`config.mk`:
```
export PLATFORM = sky130hd
export DESIGN_NAME = gait_command_sequencer_unit
export DESIGN_NICKNAME = d
export VERILOG_FILES = /design/src/rtl/core/gcs_pkg.sv /design/src/rtl/core/gcs_step.sv /design/src/rtl/core/gcs_serializer.sv /design/src/rtl/core/gait_command_sequencer_unit.sv
export SDC_FILE = /design/constraint.sdc
export NUM_CORES = 1
export LEC_CHECK = 0
export ABC_AREA = 1
export BUFFER_PORTS_ARGS = -buffer_cell sky130_fd_sc_hd__buf_2
export CAP_MARGIN = 10
export CORE_MARGIN = 3
export CORE_UTILIZATION = 55
export CTS_CLUSTER_DIAMETER = 50
export DETAILED_ROUTE_END_ITERATION = 10
export PLACE_DENSITY = 0.74
export SLEW_MARGIN = 30
export SYNTH_ARGS = -nofsm -noshare
export SYNTH_HDL_FRONTEND = slang
export SYNTH_SLANG_ARGS = --single-unit
export TNS_END_PERCENT = 10
```
`constraint.sdc`:
```
create_clock -name clk -period 4.1 [get_ports clk]
set_input_delay 0.41 -clock clk [delete_from_list [all_inputs] [get_ports clk]]
set_output_delay 0.41 -clock clk [all_outputs]
set_load 0.02 [all_outputs]
```
`src/rtl/core/gcs_pkg.sv`:
```
`timescale 1ns / 1ps
// ----------------------------------------------------------------------------
// Gait command sequencer package
// Command and action codes, result beat and per-tick bundle types.
// ----------------------------------------------------------------------------
package gcs_pkg;

  typedef logic [3:0] cmd_t;
  typedef logic [3:0] act_t;
  typedef logic [2:0] stage_t;
  typedef logic [1:0] cnt_t;

  localparam cmd_t CMD_NONE       = 4'd0;
  localparam cmd_t CMD_STOP       = 4'd1;
  localparam cmd_t CMD_CONNECT    = 4'd2;
  localparam cmd_t CMD_DISCONNECT = 4'd3;
  localparam cmd_t CMD_FWD        = 4'd4;
  localparam cmd_t CMD_BACK       = 4'd5;
  localparam cmd_t CMD_ROTL       = 4'd6;
  localparam cmd_t CMD_ROTR       = 4'd7;
  localparam cmd_t CMD_FWDL       = 4'd8;
  localparam cmd_t CMD_FWDR       = 4'd9;
  localparam cmd_t CMD_BWDL       = 4'd10;
  localparam cmd_t CMD_BWDR       = 4'd11;
  localparam cmd_t CMD_OTHER      = 4'd12;

  localparam act_t ACT_SWITCH = 4'd0;
  localparam act_t ACT_STAND  = 4'd1;
  localparam act_t ACT_SIT    = 4'd2;
  localparam act_t ACT_EVEN   = 4'd11;
  localparam act_t ACT_ODD    = 4'd12;

  localparam stage_t STAGE_EVEN  = 3'd0;
  localparam stage_t STAGE_ODD   = 3'd1;
  localparam stage_t STAGE_MOVE0 = 3'd2;
  localparam stage_t STAGE_MOVE1 = 3'd3;

  localparam int MaxBeats = 3;

  // One result beat.
  typedef struct packed {
    act_t action;
    logic last_action;
    logic in_transition;
    logic is_standing;
  } res_t;

  // All beats caused by one tick.
  typedef struct packed {
    cnt_t                  cnt;
    res_t [MaxBeats-1:0]   item;
  } bundle_t;

endpackage

```
`src/rtl/core/gcs_step.sv`:
```
`timescale 1ns / 1ps
// ----------------------------------------------------------------------------
// Gait command sequencer step
// Holds the sequencer state and works out the beats of one tick.
// ----------------------------------------------------------------------------
module gcs_step (
  input  logic             clk,
  input  logic             rst_n,
  input  logic             adv,
  input  gcs_pkg::cmd_t    cmd,
  input  logic             settled,
  output gcs_pkg::bundle_t bundle
);
  import gcs_pkg::*;

  typedef struct packed {
    logic has;
    act_t act;
    logic st_chg;
    logic st_val;
  } move_t;

  function automatic move_t move_lookup(input cmd_t c);
    move_t m;
    m = '0;
    if (c == CMD_CONNECT) begin
      m.has = 1'b1; m.act = ACT_STAND; m.st_chg = 1'b1; m.st_val = 1'b1;
    end else if (c == CMD_DISCONNECT) begin
      m.has = 1'b1; m.act = ACT_SIT; m.st_chg = 1'b1; m.st_val = 1'b0;
    end else if (c >= CMD_FWD && c <= CMD_BWDR) begin
      m.has = 1'b1; m.act = c - 4'd1;
    end
    return m;
  endfunction

  function automatic logic opposite(input cmd_t a, input cmd_t b);
    return (a == CMD_FWD  && b == CMD_BACK) || (a == CMD_BACK && b == CMD_FWD)  ||
           (a == CMD_ROTL && b == CMD_ROTR) || (a == CMD_ROTR && b == CMD_ROTL) ||
           (a == CMD_FWDR && b == CMD_BWDL) || (a == CMD_BWDL && b == CMD_FWDR) ||
           (a == CMD_FWDL && b == CMD_BWDR) || (a == CMD_BWDR && b == CMD_FWDL);
  endfunction

  cmd_t   prev_r, prev_nxt;
  logic   tm_r, tm_nxt;
  stage_t stage_r, stage_nxt;
  logic   st_r, st_nxt;

  cmd_t                cmd_c;
  cnt_t                n_v;
  res_t [MaxBeats-1:0] items_v;
  move_t               mv;
  logic                check;
  logic                start;

  always_comb begin
    cmd_c     = (cmd > CMD_OTHER) ? CMD_OTHER : cmd;
    prev_nxt  = prev_r;
    tm_nxt    = tm_r;
    stage_nxt = stage_r;
    st_nxt    = st_r;
    n_v       = '0;
    items_v   = '0;
    mv        = '0;
    check     = 1'b0;
    start     = 1'b0;
    if (settled) begin
      if (tm_r) begin
        case (stage_r) inside
          STAGE_EVEN: begin
            items_v[n_v] = {ACT_EVEN, 1'b0, tm_nxt, st_nxt};
            n_v = n_v + 2'd1;
          end
          STAGE_ODD: begin
            items_v[n_v] = {ACT_ODD, 1'b0, tm_nxt, st_nxt};
            n_v = n_v + 2'd1;
          end
          STAGE_MOVE0, STAGE_MOVE1: begin
            mv = move_lookup(prev_r);
            if (mv.has) begin
              if (mv.st_chg) st_nxt = mv.st_val;
              items_v[n_v] = {mv.act, 1'b0, tm_nxt, st_nxt};
              n_v = n_v + 2'd1;
            end
          end
          default: begin
            tm_nxt = 1'b0;
            items_v[n_v] = {ACT_SWITCH, 1'b0, tm_nxt, st_nxt};
            n_v = n_v + 2'd1;
          end
        endcase
        stage_nxt = stage_r + 3'd1;
      end else if (cmd_c != CMD_NONE && cmd_c != CMD_STOP) begin
        check = cmd_c != CMD_CONNECT && cmd_c != CMD_DISCONNECT &&
                prev_r != CMD_CONNECT && prev_r != CMD_DISCONNECT;
        if (check && cmd_c != prev_r) begin
          if (opposite(prev_r, cmd_c)) begin
            items_v[n_v] = {ACT_SWITCH, 1'b0, tm_nxt, st_nxt};
            n_v = n_v + 2'd1;
          end else begin
            // enter transition, this tick gives nothing
            start     = 1'b1;
            tm_nxt    = 1'b1;
            stage_nxt = '0;
          end
        end
        if (!start) begin
          mv = move_lookup(cmd_c);
          if (mv.has) begin
            if (mv.st_chg) st_nxt = mv.st_val;
            items_v[n_v] = {mv.act, 1'b0, tm_nxt, st_nxt};
            n_v = n_v + 2'd1;
          end
          items_v[n_v] = {ACT_SWITCH, 1'b0, tm_nxt, st_nxt};
          n_v = n_v + 2'd1;
        end
        prev_nxt = cmd_c;
      end
    end
    if (n_v != '0) items_v[n_v - 2'd1].last_action = 1'b1;
    bundle.cnt  = n_v;
    bundle.item = items_v;
  end

  always_ff @(posedge clk) begin
    if (!rst_n) begin
      prev_r  <= CMD_NONE;
      tm_r    <= 1'b0;
      stage_r <= '0;
      st_r    <= 1'b0;
    end else if (adv) begin
      prev_r  <= prev_nxt;
      tm_r    <= tm_nxt;
      stage_r <= stage_nxt;
      st_r    <= st_nxt;
    end
  end

endmodule

```
`src/rtl/core/gcs_serializer.sv`:
```
`timescale 1ns / 1ps
// ----------------------------------------------------------------------------
// Gait command sequencer serializer
// Registers one tick's bundle and hands its beats out one per cycle while out_stall is low.
// ----------------------------------------------------------------------------
module gcs_serializer (
  input  logic             clk,
  input  logic             rst_n,
  input  logic             load,
  input  gcs_pkg::bundle_t bundle,
  output logic             ready,
  output logic             out_valid,
  input  logic             out_stall,
  output gcs_pkg::res_t    beat
);
  import gcs_pkg::*;

  logic                b_valid_r, b_valid_nxt;
  cnt_t                b_idx_r, b_idx_nxt;
  res_t [MaxBeats-1:0] b_item_r;
  logic                fire;
  logic                fire_last;
  logic                take;

  assign beat      = b_item_r[b_idx_r];
  assign out_valid = b_valid_r;
  assign fire      = b_valid_r && !out_stall;
  assign fire_last = fire && beat.last_action;
  assign ready     = !b_valid_r || fire_last;
  assign take      = load && (bundle.cnt != '0);

  always_comb begin
    b_valid_nxt = b_valid_r;
    b_idx_nxt   = b_idx_r;
    if (take) begin
      b_valid_nxt = 1'b1;
      b_idx_nxt   = '0;
    end else if (fire_last) begin
      b_valid_nxt = 1'b0;
    end else if (fire) begin
      b_idx_nxt = b_idx_r + 2'd1;
    end
  end

  always_ff @(posedge clk) begin
    if (!rst_n) begin
      b_valid_r <= 1'b0;
      b_idx_r   <= '0;
    end else begin
      b_valid_r <= b_valid_nxt;
      b_idx_r   <= b_idx_nxt;
    end
  end

  always_ff @(posedge clk) begin
    if (take) b_item_r <= bundle.item;
  end

endmodule

```
`src/rtl/core/gait_command_sequencer_unit.sv`:
```
`timescale 1ns / 1ps
// ----------------------------------------------------------------------------
// Gait command sequencer unit
// Turns update ticks (command, legs settled) into zero to three action beats.
// ----------------------------------------------------------------------------
//
//   channel | direction | handshake          | payload
//   --------+-----------+--------------------+---------------------------------
//   in_     | input     | in_valid/in_stall  | in_command, in_legs_settled
//   out_    | output    | out_valid/out_stall| out_action, out_last_action,
//           |           |                    | out_in_transition, out_is_standing
//
// A tick is registered on accept, decoded against the sequencer state once
// the bundle register frees up, and its beats land in that output bundle
// register, from which the first beat shows. One beat leaves per cycle while
// out_stall is low; ticks with no beats update the state but never reach the
// output port. rst_n (synchronous) clears the state to seated,
// no command, no transition. out_stall holds the current beat and backs up
// into in_stall once the input register is full.
//
module gait_command_sequencer_unit (
  input  logic               clk,
  input  logic               rst_n,
  input  logic               in_valid,
  output logic               in_stall,
  input  gcs_pkg::cmd_t      in_command,
  input  logic               in_legs_settled,
  output logic               out_valid,
  input  logic               out_stall,
  output gcs_pkg::act_t      out_action,
  output logic               out_last_action,
  output logic               out_in_transition,
  output logic               out_is_standing
);
  import gcs_pkg::*;

  // Input register
  logic    a_valid_r;
  cmd_t    a_cmd_r;
  logic    a_settled_r;

  logic    ser_ready;
  logic    a_move;
  logic    in_fire;
  bundle_t bundle;
  res_t    beat;

  // Advance the held tick into the decoder when the bundle register frees up.
  assign a_move   = a_valid_r && ser_ready;
  // Stall only while a tick is held and cannot advance.
  assign in_stall = a_valid_r && !ser_ready;
  assign in_fire  = in_valid && !in_stall;

  always_ff @(posedge clk) begin
    if (!rst_n) begin
      a_valid_r <= 1'b0;
    end else if (in_fire) begin
      a_valid_r <= 1'b1;
    end else if (a_move) begin
      a_valid_r <= 1'b0;
    end
  end

  // Payload: capture on accept, hold otherwise.
  always_ff @(posedge clk) begin
    if (in_fire) begin
      a_cmd_r     <= in_command;
      a_settled_r <= in_legs_settled;
    end
  end

  // Decode the tick and update the sequencer state as it advances.
  gcs_step u_step (
    .clk     (clk),
    .rst_n   (rst_n),
    .adv     (a_move),
    .cmd     (a_cmd_r),
    .settled (a_settled_r),
    .bundle  (bundle)
  );

  // Drain the tick's beats one per cycle while out_stall is low.
  gcs_serializer u_ser (
    .clk       (clk),
    .rst_n     (rst_n),
    .load      (a_move),
    .bundle    (bundle),
    .ready     (ser_ready),
    .out_valid (out_valid),
    .out_stall (out_stall),
    .beat      (beat)
  );

  assign out_action        = beat.action;
  assign out_last_action   = beat.last_action;
  assign out_in_transition = beat.in_transition;
  assign out_is_standing   = beat.is_standing;

endmodule
```
==> out/summary.txt, run 1 <==
critical path endpoint category: flip-flop
initial antenna violation count: 0
worst vdd ir: 0.000231 V
Critical Path Start Type: flip-flop
first element of the critical path: a_cmd_r[2]
clk sinks: 35
worst setup margin: 0.734 ns
Synth warnings: 0
xor-xnor portion of the synthesized cell area: 0.0177
Syn Area/Cell: 7.93 sq um
fin cells: 384
post-synthesis adder-cell area fraction: 0.0961
Period Utilization, post-route: 0.821
# rows: 23
via count: 2022
Chip Height: 73.1 um
largest net degree at the start of global routing: 18
post-cts gate resize count: 0
cell area after synthesis: 0.00247 sq mm
critical path's slowest cell: inv_1
Hold Violations, Final: 0
vias in the first global route: 1984
DRC: 0
Pleak: 1.22 nW
setup TNS: 0 ns
reg2reg start: a_cmd_r[2]
Vias/cell: 5.27
Layout area overhead: 10.4%
crit path time final: 3.37 ns
I/O pins: 18
utilization after layout: 0.655
Logic pwr share: 0.151
max-slew violations: 0
Cell Chain, Critical Path: ha_1 > inv_1 > o21ai_2 > nand2_1 > nand2_1 > nor2_1 > nor2_1 > nor2_2 > nor2_4 > ha_1 > nor2_1 > nand3_2 > nand2_2 > inv_2 > nand2_1 > nand2_2 > inv_1
slowest stage delay, CP: 0.47 ns
clock buffer depth: 2
Total GRT Usage: 0.215
Max-Cap Viols: 0
GPL Wtd Cong: 0.884
Port Buffers: 17
Iteration-0 DRC Markers: 151
Post-CTS Hold Buffers: 0
total power draw: 908 uW
cell-internal power: 674 uW
Initial Util: 0.593
GRT overflow: 0
total CTS buffers: 5
Slew headroom: 0.583
sequential fraction of the synthesis area: 0.372
worst path buffer plus inverter count: 3
CP Class: flip-flop to flip-flop
switching part of the total: 0.257
HP Class: primary input to flip-flop
core area: 0.00417 sq mm
Final ANT Viol Nets: 0
Seq pwr share: 0.440
unrepaired setup endpoints after global routing: false
First-pass DRT Iterations: 5
Compound-Gate Fraction of Synth Area: 0.139
Hold WS: 0.285 ns
fin nets: 361
hpwl dp: 3950 um
Syn Inst Count: 312
Sw Pwr: 234 uW
outcome: finished, final reports clean
mux share of post-synthesis cell area: 0
die area: 0.00534 sq mm
Placed Cells: 376
first-pass GRT wire length: 8870 um
die width: 73.1 um
Critical Path Fanout Max: 17
Clk pwr share: 0.410
fmax: 297 MHz
Cell Area, Placed: 0.00259 sq mm
count of different cell masters after synthesis: 38
pre-CTS setup slack: 0.782 ns
simple-gate share of the synthesized area: 0.282
htree depth: 2
Min-Delay Startpoint: in_legs_settled
CTS root buffer: clkbuf_8
largest family of logic cells by synthesized area: simple AND/OR/NAND/NOR gates
Design Area, Final: 0.00273 sq mm
diode count: 0
Clock Latency Late Sink: 0.29 ns
PD cells: 332 mW/mm^2
Max Clock Skew: 0.00405 ns
CTS tree: built
Worst-Margin Slew: 0.625 ns
flops & latches, synth: 35
drt wl/cell: 13.2 um
CTS clk-pin slew, worst paths: 0.07 ns
Final setup viols: 0
Post-CTS Setup Inserts: 0
CP arrival: 3.30 ns
share of cells above drive strength 1: 0.177
Worst path top cell family by delay: simple AND/OR/NAND/NOR gates
worst path required time: 4.03 ns
Post-Route WL: 5060 um
worst paths after layout:
| check | end | slack (ns) | cells past startpoint |
|---|---|---|---|
| max | u_ser.b_item_r[4] | 0.73 | 17 |
| min | a_settled_r | 0.28 | 1 |
| max reg2reg | u_ser.b_item_r[4] | 0.73 | 17 |
| min reg2reg | u_step.stage_r[2] | 0.47 | 2 |
cell usage after synthesis (all sizes together):
cell type	n	area, sq um
a21oi	16	87.6
a31oi	3	18.8
a41oi	1	8.76
buf	3	27.5
clkbuf	1	3.75
clkinv	2	8.75
conb	1	3.75
dfxtp	13	260
edfxtp	22	661
ha	19	238
inv	50	188
nand2	59	259
nand3	18	120
nand4	10	62.6
nor2	46	215
nor3	2	10.0
nor3b	1	7.51
o21ai	33	188
o21bai	1	18.8
o22ai	1	6.26
o31ai	2	15.0
or2	2	12.5
or3	1	11.3
xnor2	2	17.5
xor2	3	26.3
layout make-up:
type / count / area [sq um]
Fill cell: 350 / 1440
Clock inverter: 3 / 67.6
Inverter: 52 / 196
Multi-Input combinational cell: 222 / 1330
Timing Repair Buffer: 17 / 85.1
Sequential cell: 35 / 921
Clock buffer: 5 / 68.8
Tap cell: 50 / 62.6
power by group through the flow:
| stage | Sequential [mW] | Clock [mW] | Combinational [mW] |
|---|---|---|---|
| finish | 0.399 | 0.372 | 0.137 |
| global route | 0.401 | 0.393 | 0.154 |
| detailed placement | 0.407 | 0 | 0.134 |
| global placement | 0.406 | 0 | 0.133 |
| floorplan | 0.400 | 0 | 0.110 |
| CTS | 0.399 | 0.378 | 0.136 |
flip-flops by register name (all words and copies together) (netlist names):
signal and cells:
u_step.prev_r 4, u_step.stage_r 3, u_ser.out_valid 1, u_ser.b_idx_r 2
a_valid_r 1, a_cmd_r 4, a_settled_r 1, u_step.st_r 1
u_step.tm_r 1, u_ser.b_item_r 17
per-layer routing:
layer,track usage,vias up,part of all wire,routed length (um)
li1,-,1060,-,-
met1,0.264,896,0.45,2270
met2,0.366,56,0.47,2400
met3,0.0496,10,0.058,295
met4,0.0758,0,0.019,95
met5,0,-,0,0
cell usage in the layout (no fill, tap or decap):
master and instances:
inv_1 48, nand2_1 48, nor2_1 37, o21ai_0 29, edfxtp_1 22, ha_1 19
buf_2 17, nand3_1 15, a21oi_1 14, dfxtp_1 13, nand4_1 10, nand2_2 9
nor2_2 5, clkbuf_8 5, nor2_4 4, o21ai_2 3, a31oi_1 3, xor2_1 3
inv_2 2, nand2_4 2, nand3_4 2, xnor2_1 2, o31ai_1 2, nor3_1 2
a21oi_2 2, bufinv_16 2, conb_1 2, clkinv_2 1, o21ai_4 1, nand3_2 1
o21bai_4 1, a41oi_1 1, or2_0 1, o22ai_1 1, or2_1 1, nor3b_1 1
or3_4 1, clkinv_1 1, clkinvlp_4 1
logic make-up (layout without fill, tap and decap cells):
logic type      Yosys count  after routing
fa+ha+maj                19             19
xor+xnor                  5              5
flops                    35             35
compound gates           57             57
simple gates            139            139
other cells               1              2
buf+inv                  56             77
Power figures use the tool's default switching activity.
==> run 2: changes to the inputs <==
==> constraint.sdc (replaced) <==
create_clock -name clk -period 3.35 [get_ports clk]
set_input_delay 0.335 -clock clk [delete_from_list [all_inputs] [get_ports clk]]
set_output_delay 0.335 -clock clk [all_outputs]
set_load 0.02 [all_outputs]
==> run 2 against run 1 <==
Net effect:
- largest power group unchanged
- final cell count up 0.26%
- setup slack worse by 0.38 ns
- non-clock buffer count up 1
- via count down 1.1%
- clock skew up 0.0064 ns
- critical endpoint is now u_ser.b_item_r[3]
- combinational power up 21%
==> out/summary.txt, run 2 (synthesis results as in run 1) <==
outcome: finished, final reports clean
largest net degree at the start of global routing: 18
share of cells above drive strength 1: 0.179
htree depth: 2
setup TNS: 0 ns
Worst-Margin Slew: 0.515 ns
via count: 1999
PD cells: 378 mW/mm^2
worst path buffer plus inverter count: 4
endpoint of the worst register-to-register path: u_ser.b_item_r[3]
most common cell after layout, fill and taps aside: nand2_1
I/O pins: 18
utilization after layout: 0.649
CP arrival: 2.98 ns
GPL Wtd Cong: 0.902
fin nets: 362
CTS tree: built
Hold Crit Depth: 1
# rows: 23
Chip Height: 73.1 um
critical path's slowest cell: edfxtp_1
WHS Endpoint: a_cmd_r[1]
Design Area, Final: 0.00271 sq mm
most frequent cells in the layout: nand2_1 (48), inv_1 (47), nor2_1 (37), o21ai_0 (29), edfxtp_1 (22)
die area: 0.00534 sq mm
Slew headroom: 0.656
drt wl/cell: 12.6 um
clock buffer depth: 2
Max Clock Skew: 0.0104 ns
total CTS buffers: 5
initial antenna violation count: 0
vias in the first global route: 1848
Final setup viols: 0
Cell Chain, Critical Path: ha_1 > inv_2 > o21ai_2 > nand2_1 > nand2_1 > nor2_1 > nor2_1 > nor2_2 > nor2_4 > ha_1 > nor2_1 > nand3_2 > nand2_2 > inv_2 > nand2_1 > nand2_2 > inv_1 > buf_4
slowest stage delay, CP: 0.45 ns
Cell Area, Placed: 0.00260 sq mm
Placed Cells: 377
FF-to-FF path depth: 18
Port Buffers: 17
crit path time final: 3.00 ns
DRC: 0
unrepaired setup endpoints after global routing: false
max-slew violations: 0
Pleak: 1.21 nW
max FFs per register: 17
Biggest register: u_ser.b_item_r
worst path required time: 3.33 ns
Initial Util: 0.593
Post-Route WL: 4870 um
hpwl dp: 3850 um
reg2reg start: a_cmd_r[2]
Clock Latency Late Sink: 0.29 ns
Iteration-0 DRC Markers: 171
CTS root buffer: clkbuf_8
Vias/cell: 5.19
fmax: 333 MHz
leading registers by flop count: u_ser.b_item_r x17, a_cmd_r x4, u_step.prev_r x4
First-pass DRT Iterations: 4
CP Class: flip-flop to flip-flop
Critical Path Start Type: flip-flop
Min-Delay Startpoint: in_command[1]
Worst path top cell family by delay: simple AND/OR/NAND/NOR gates
GRT overflow: 0
Final ANT Viol Nets: 0
fin cells: 385
critical path endpoint category: flip-flop
clk sinks: 35
HP Class: primary input to flip-flop
Layout area overhead: 9.50%
diode count: 0
Critical Path Fanout Max: 17
Hold Violations, Final: 0
worst vdd ir: 0.000325 V
core area: 0.00417 sq mm
first-pass GRT wire length: 8480 um
die width: 73.1 um
Period Utilization, post-route: 0.895
CTS clk-pin slew, worst paths: 0.07 ns
Worst R2R Setup Slack: 0.35 ns
total power draw: 1.03 mW
Total GRT Usage: 0.207
Max-Cap Viols: 0
run 2: cell count changes in the layout (fill, tap and decap cells not counted):
cell        change
clkinvlp_4      -1
inv_1           -1
inv_2           +1
clkinv_2        +1
clkinv_1        +1
buf_4           +1
bufinv_16       -1
run 2: where the power goes:
| part | switching (mW) | internal [mW] |
|---|---|---|
| Clock | 0.153 | 0.218 |
| Sequential | 0.0163 | 0.472 |
| Combinational | 0.109 | 0.0571 |
| Total | 0.279 | 0.747 |
run 2: layer usage:
layer / wire [um] / GRT usage / vias up
li1: - / - / 1066
met1: 2350 / 0.277 / 875
met2: 2220 / 0.334 / 47
met3: 218 / 0.0399 / 11
met4: 76 / 0.0717 / 0
met5: 0 / 0 / -
run 2: area by class of cell:
cell class | instances | area [sq um]
flip-flops and latches | 35 | 921
clock buffers | 5 | 68.8
fillers | 358 | 1460
well taps | 50 | 62.6
clock inverters | 3 | 38.8
inverters | 52 | 196
multi-input cells | 222 | 1330
repair buffers | 18 | 92.6
run 2: how the worst max path moves through the flow:
| stage | startpoint | to | slack, ns | cells past startpoint |
|---|---|---|---|---|
| 2_1_floorplan | a_cmd_r[2] | u_ser.b_item_r[0] | 0.37 | 17 |
| 3_3_place_gp | a_cmd_r[2] | u_ser.b_item_r[11] | 0.38 | 18 |
| 6_report | a_cmd_r[2] | u_ser.b_item_r[3] | 0.35 | 18 |
| 5_1_grt | a_cmd_r[2] | u_ser.b_item_r[4] | 0.09 | 18 |
| 3_5_place_dp | a_cmd_r[2] | u_ser.b_item_r[12] | 0.31 | 18 |
| 4_1_cts | a_cmd_r[2] | u_ser.b_item_r[12] | 0.26 | 18 |
run 2: per-stage QoR:
step,hold WS [ns],setup slack [ns]
6_report,0.216,0.350
5_1_grt,0.211,0.0941
4_1_cts,0.210,0.263
3_5_place_dp,0.459,0.309
3_3_place_gp,0.452,0.378
2_1_floorplan,0.434,0.372
run 2: what timing repair did:
action | in CTS | in global routing
gates resized for setup | 0 | 1
setup buffers | 0 | 0
endpoints found under the setup margin | 0 | 7
hold buffers | 0 | 0
==> run 3: changes to the inputs <==
--- a/config.mk
+++ b/config.mk
@@ -8,11 +8,13 @@
 export ABC_AREA = 1
 export BUFFER_PORTS_ARGS = -buffer_cell sky130_fd_sc_hd__buf_2
 export CAP_MARGIN = 10
+export CELL_PAD_IN_SITES_DETAIL_PLACEMENT = 1
+export CELL_PAD_IN_SITES_GLOBAL_PLACEMENT = 1
 export CORE_MARGIN = 3
-export CORE_UTILIZATION = 55
+export CORE_UTILIZATION = 30
 export CTS_CLUSTER_DIAMETER = 50
 export DETAILED_ROUTE_END_ITERATION = 10
-export PLACE_DENSITY = 0.74
+export PLACE_DENSITY_LB_ADDON = 0.1
 export SLEW_MARGIN = 30
 export SYNTH_ARGS = -nofsm -noshare
 export SYNTH_HDL_FRONTEND = slang
==> run 3 against run 2 <==
Net effect:
- setup slack worse by 0.014 ns
- worst hold slack worse by 0.0072 ns
- final area up 1.5%
- critical path type unchanged
==> out/summary.txt, run 3 (synthesis results as in run 1) <==
crit path time final: 3.01 ns
critical path's slowest cell: edfxtp_1
Slew headroom: 0.592
DRC: 0
max FFs per register: 17
Critical Path Start Type: flip-flop
Hold Violations, Final: 0
htree depth: 2
worst vdd ir: 0.000140 V
slowest stage delay, CP: 0.45 ns
Clock Latency Late Sink: 0.30 ns
die area: 0.00938 sq mm
share of cells above drive strength 1: 0.182
setup TNS: 0 ns
die width: 96.8 um
critical path endpoint category: flip-flop
largest net degree at the start of global routing: 18
Worst R2R Setup Slack: 0.34 ns
Biggest register: u_ser.b_item_r
Period Utilization, post-route: 0.900
clock buffer depth: 2
Hold Crit Depth: 1
Iteration-0 DRC Markers: 99
fin nets: 362
leading registers by flop count: u_ser.b_item_r x17, a_cmd_r x4, u_step.prev_r x4
total CTS buffers: 5
Total GRT Usage: 0.140
GRT overflow: 0
Max-Cap Viols: 0
WHS Endpoint: a_settled_r
max-slew violations: 0
First-pass DRT Iterations: 4
outcome: finished, final reports clean
reg2reg start: a_cmd_r[2]
Post-Route WL: 6240 um
Vias/cell: 4.70
most common cell after layout, fill and taps aside: nand2_1
most frequent cells in the layout: nand2_1 (48), inv_1 (47), nor2_1 (37), o21ai_0 (29), edfxtp_1 (22)
Chip Height: 96.8 um
diode count: 0
# rows: 32
Critical Path Fanout Max: 17
Post-CTS Hold Buffers: 0
Final setup viols: 0
HP Class: primary input to flip-flop
unrepaired setup endpoints after global routing: false
Port Buffers: 17
CP arrival: 2.99 ns
core area: 0.00785 sq mm
CP Class: flip-flop to flip-flop
fmax: 332 MHz
worst path required time: 3.33 ns
Worst path top cell family by delay: simple AND/OR/NAND/NOR gates
hpwl dp: 5120 um
Cell Chain, Critical Path: ha_1 > inv_2 > o21ai_2 > nand2_1 > nand2_1 > nor2_1 > nor2_1 > nor2_2 > nor2_4 > ha_1 > nor2_1 > nand3_2 > nand2_2 > inv_2 > nand2_1 > nand2_2 > inv_1 > buf_4
Initial Util: 0.315
FF-to-FF path depth: 18
Worst-Margin Slew: 0.610 ns
CTS clk-pin slew, worst paths: 0.08 ns
drt wl/cell: 14.3 um
first-pass GRT wire length: 10600 um
Layout area overhead: 11.2%
worst path buffer plus inverter count: 4
vias in the first global route: 2146
clk sinks: 35
Pleak: 1.20 nW
initial antenna violation count: 0
via count: 2053
total power draw: 973 uW
Post-CTS Setup Inserts: 0
I/O pins: 18
Min-Delay Startpoint: in_legs_settled
Final ANT Viol Nets: 0
endpoint of the worst register-to-register path: u_ser.b_item_r[5]
PD cells: 354 mW/mm^2
Max Clock Skew: 0.0133 ns
GPL Wtd Cong: 0.796
CTS root buffer: clkbuf_8
CTS tree: built
## run 3: layout make-up
type,count,area (sq um)
clock buffer,5,68.8
clock inverter,3,15.0
fill,1000,5100
inverter,52,196
multi-input combinational,222,1330
sequential,35,921
tap,102,128
timing repair buffer,18,92.6
## run 3: metrics by stage
step	hold slack [ns]	utilization	area, sq um	std cells	setup WS [ns]
floorplan	0.434	-	2480	313	0.372
global placement	0.453	0.340	2670	429	0.320
detailed placement	0.464	0.340	2670	429	0.258
CTS	0.203	0.351	2750	437	0.228
global route	0.199	0.351	2750	437	0.0192
finish	0.208	0.351	2750	437	0.336
## run 3: repair_timing
item | 4_1_cts | 5_1_grt
setup endpoints to repair | 0 | 17
gates resized for setup | 0 | 1
hold endpoints to repair | 0 | 0
## run 3: power by group
part	total, mW	switching [mW]	internal, mW	leakage, nW
Combinational	0.173	0.116	0.0573	0.840
Clock	0.311	0.168	0.143	0.0477
Sequential	0.489	0.0172	0.472	0.317
Total	0.973	0.302	0.671	1.20
## run 3: worst reg2reg max path, stage by stage (launching register included)
cell,delay [ns]
edfxtp_1,0.45
ha_1,0.28
inv_2,0.15
o21ai_2,0.10
nand2_1,0.08
nand2_1,0.04
nor2_1,0.09
nor2_1,0.06
nor2_2,0.24
nor2_4,0.09
ha_1,0.31
nor2_1,0.14
nand3_2,0.11
nand2_2,0.11
inv_2,0.04
nand2_1,0.06
nand2_2,0.07
inv_1,0.05
buf_4,0.23
## run 3: metal layers
layer	global-route usage	vias up	wire (um)	share of wire
met5	0	-	0	0
li1	-	1063	-	-
met1	0.187	960	3220	0.51
met4	0.0389	0	77	0.012
met3	0.0224	5	149	0.024
met2	0.233	25	2800	0.45
## run 3: worst max-delay path by stage
stage | startpoint | end | slack, ns | depth (start not counted)
2_1_floorplan | a_cmd_r[2] | u_ser.b_item_r[0] | 0.37 | 17
3_3_place_gp | a_cmd_r[2] | u_ser.b_item_r[12] | 0.32 | 18
3_5_place_dp | a_cmd_r[2] | u_ser.b_item_r[11] | 0.26 | 18
4_1_cts | a_cmd_r[2] | u_ser.b_item_r[5] | 0.23 | 18
5_1_grt | a_cmd_r[2] | u_ser.b_item_r[5] | 0.02 | 18
6_report | a_cmd_r[2] | u_ser.b_item_r[5] | 0.34 | 18
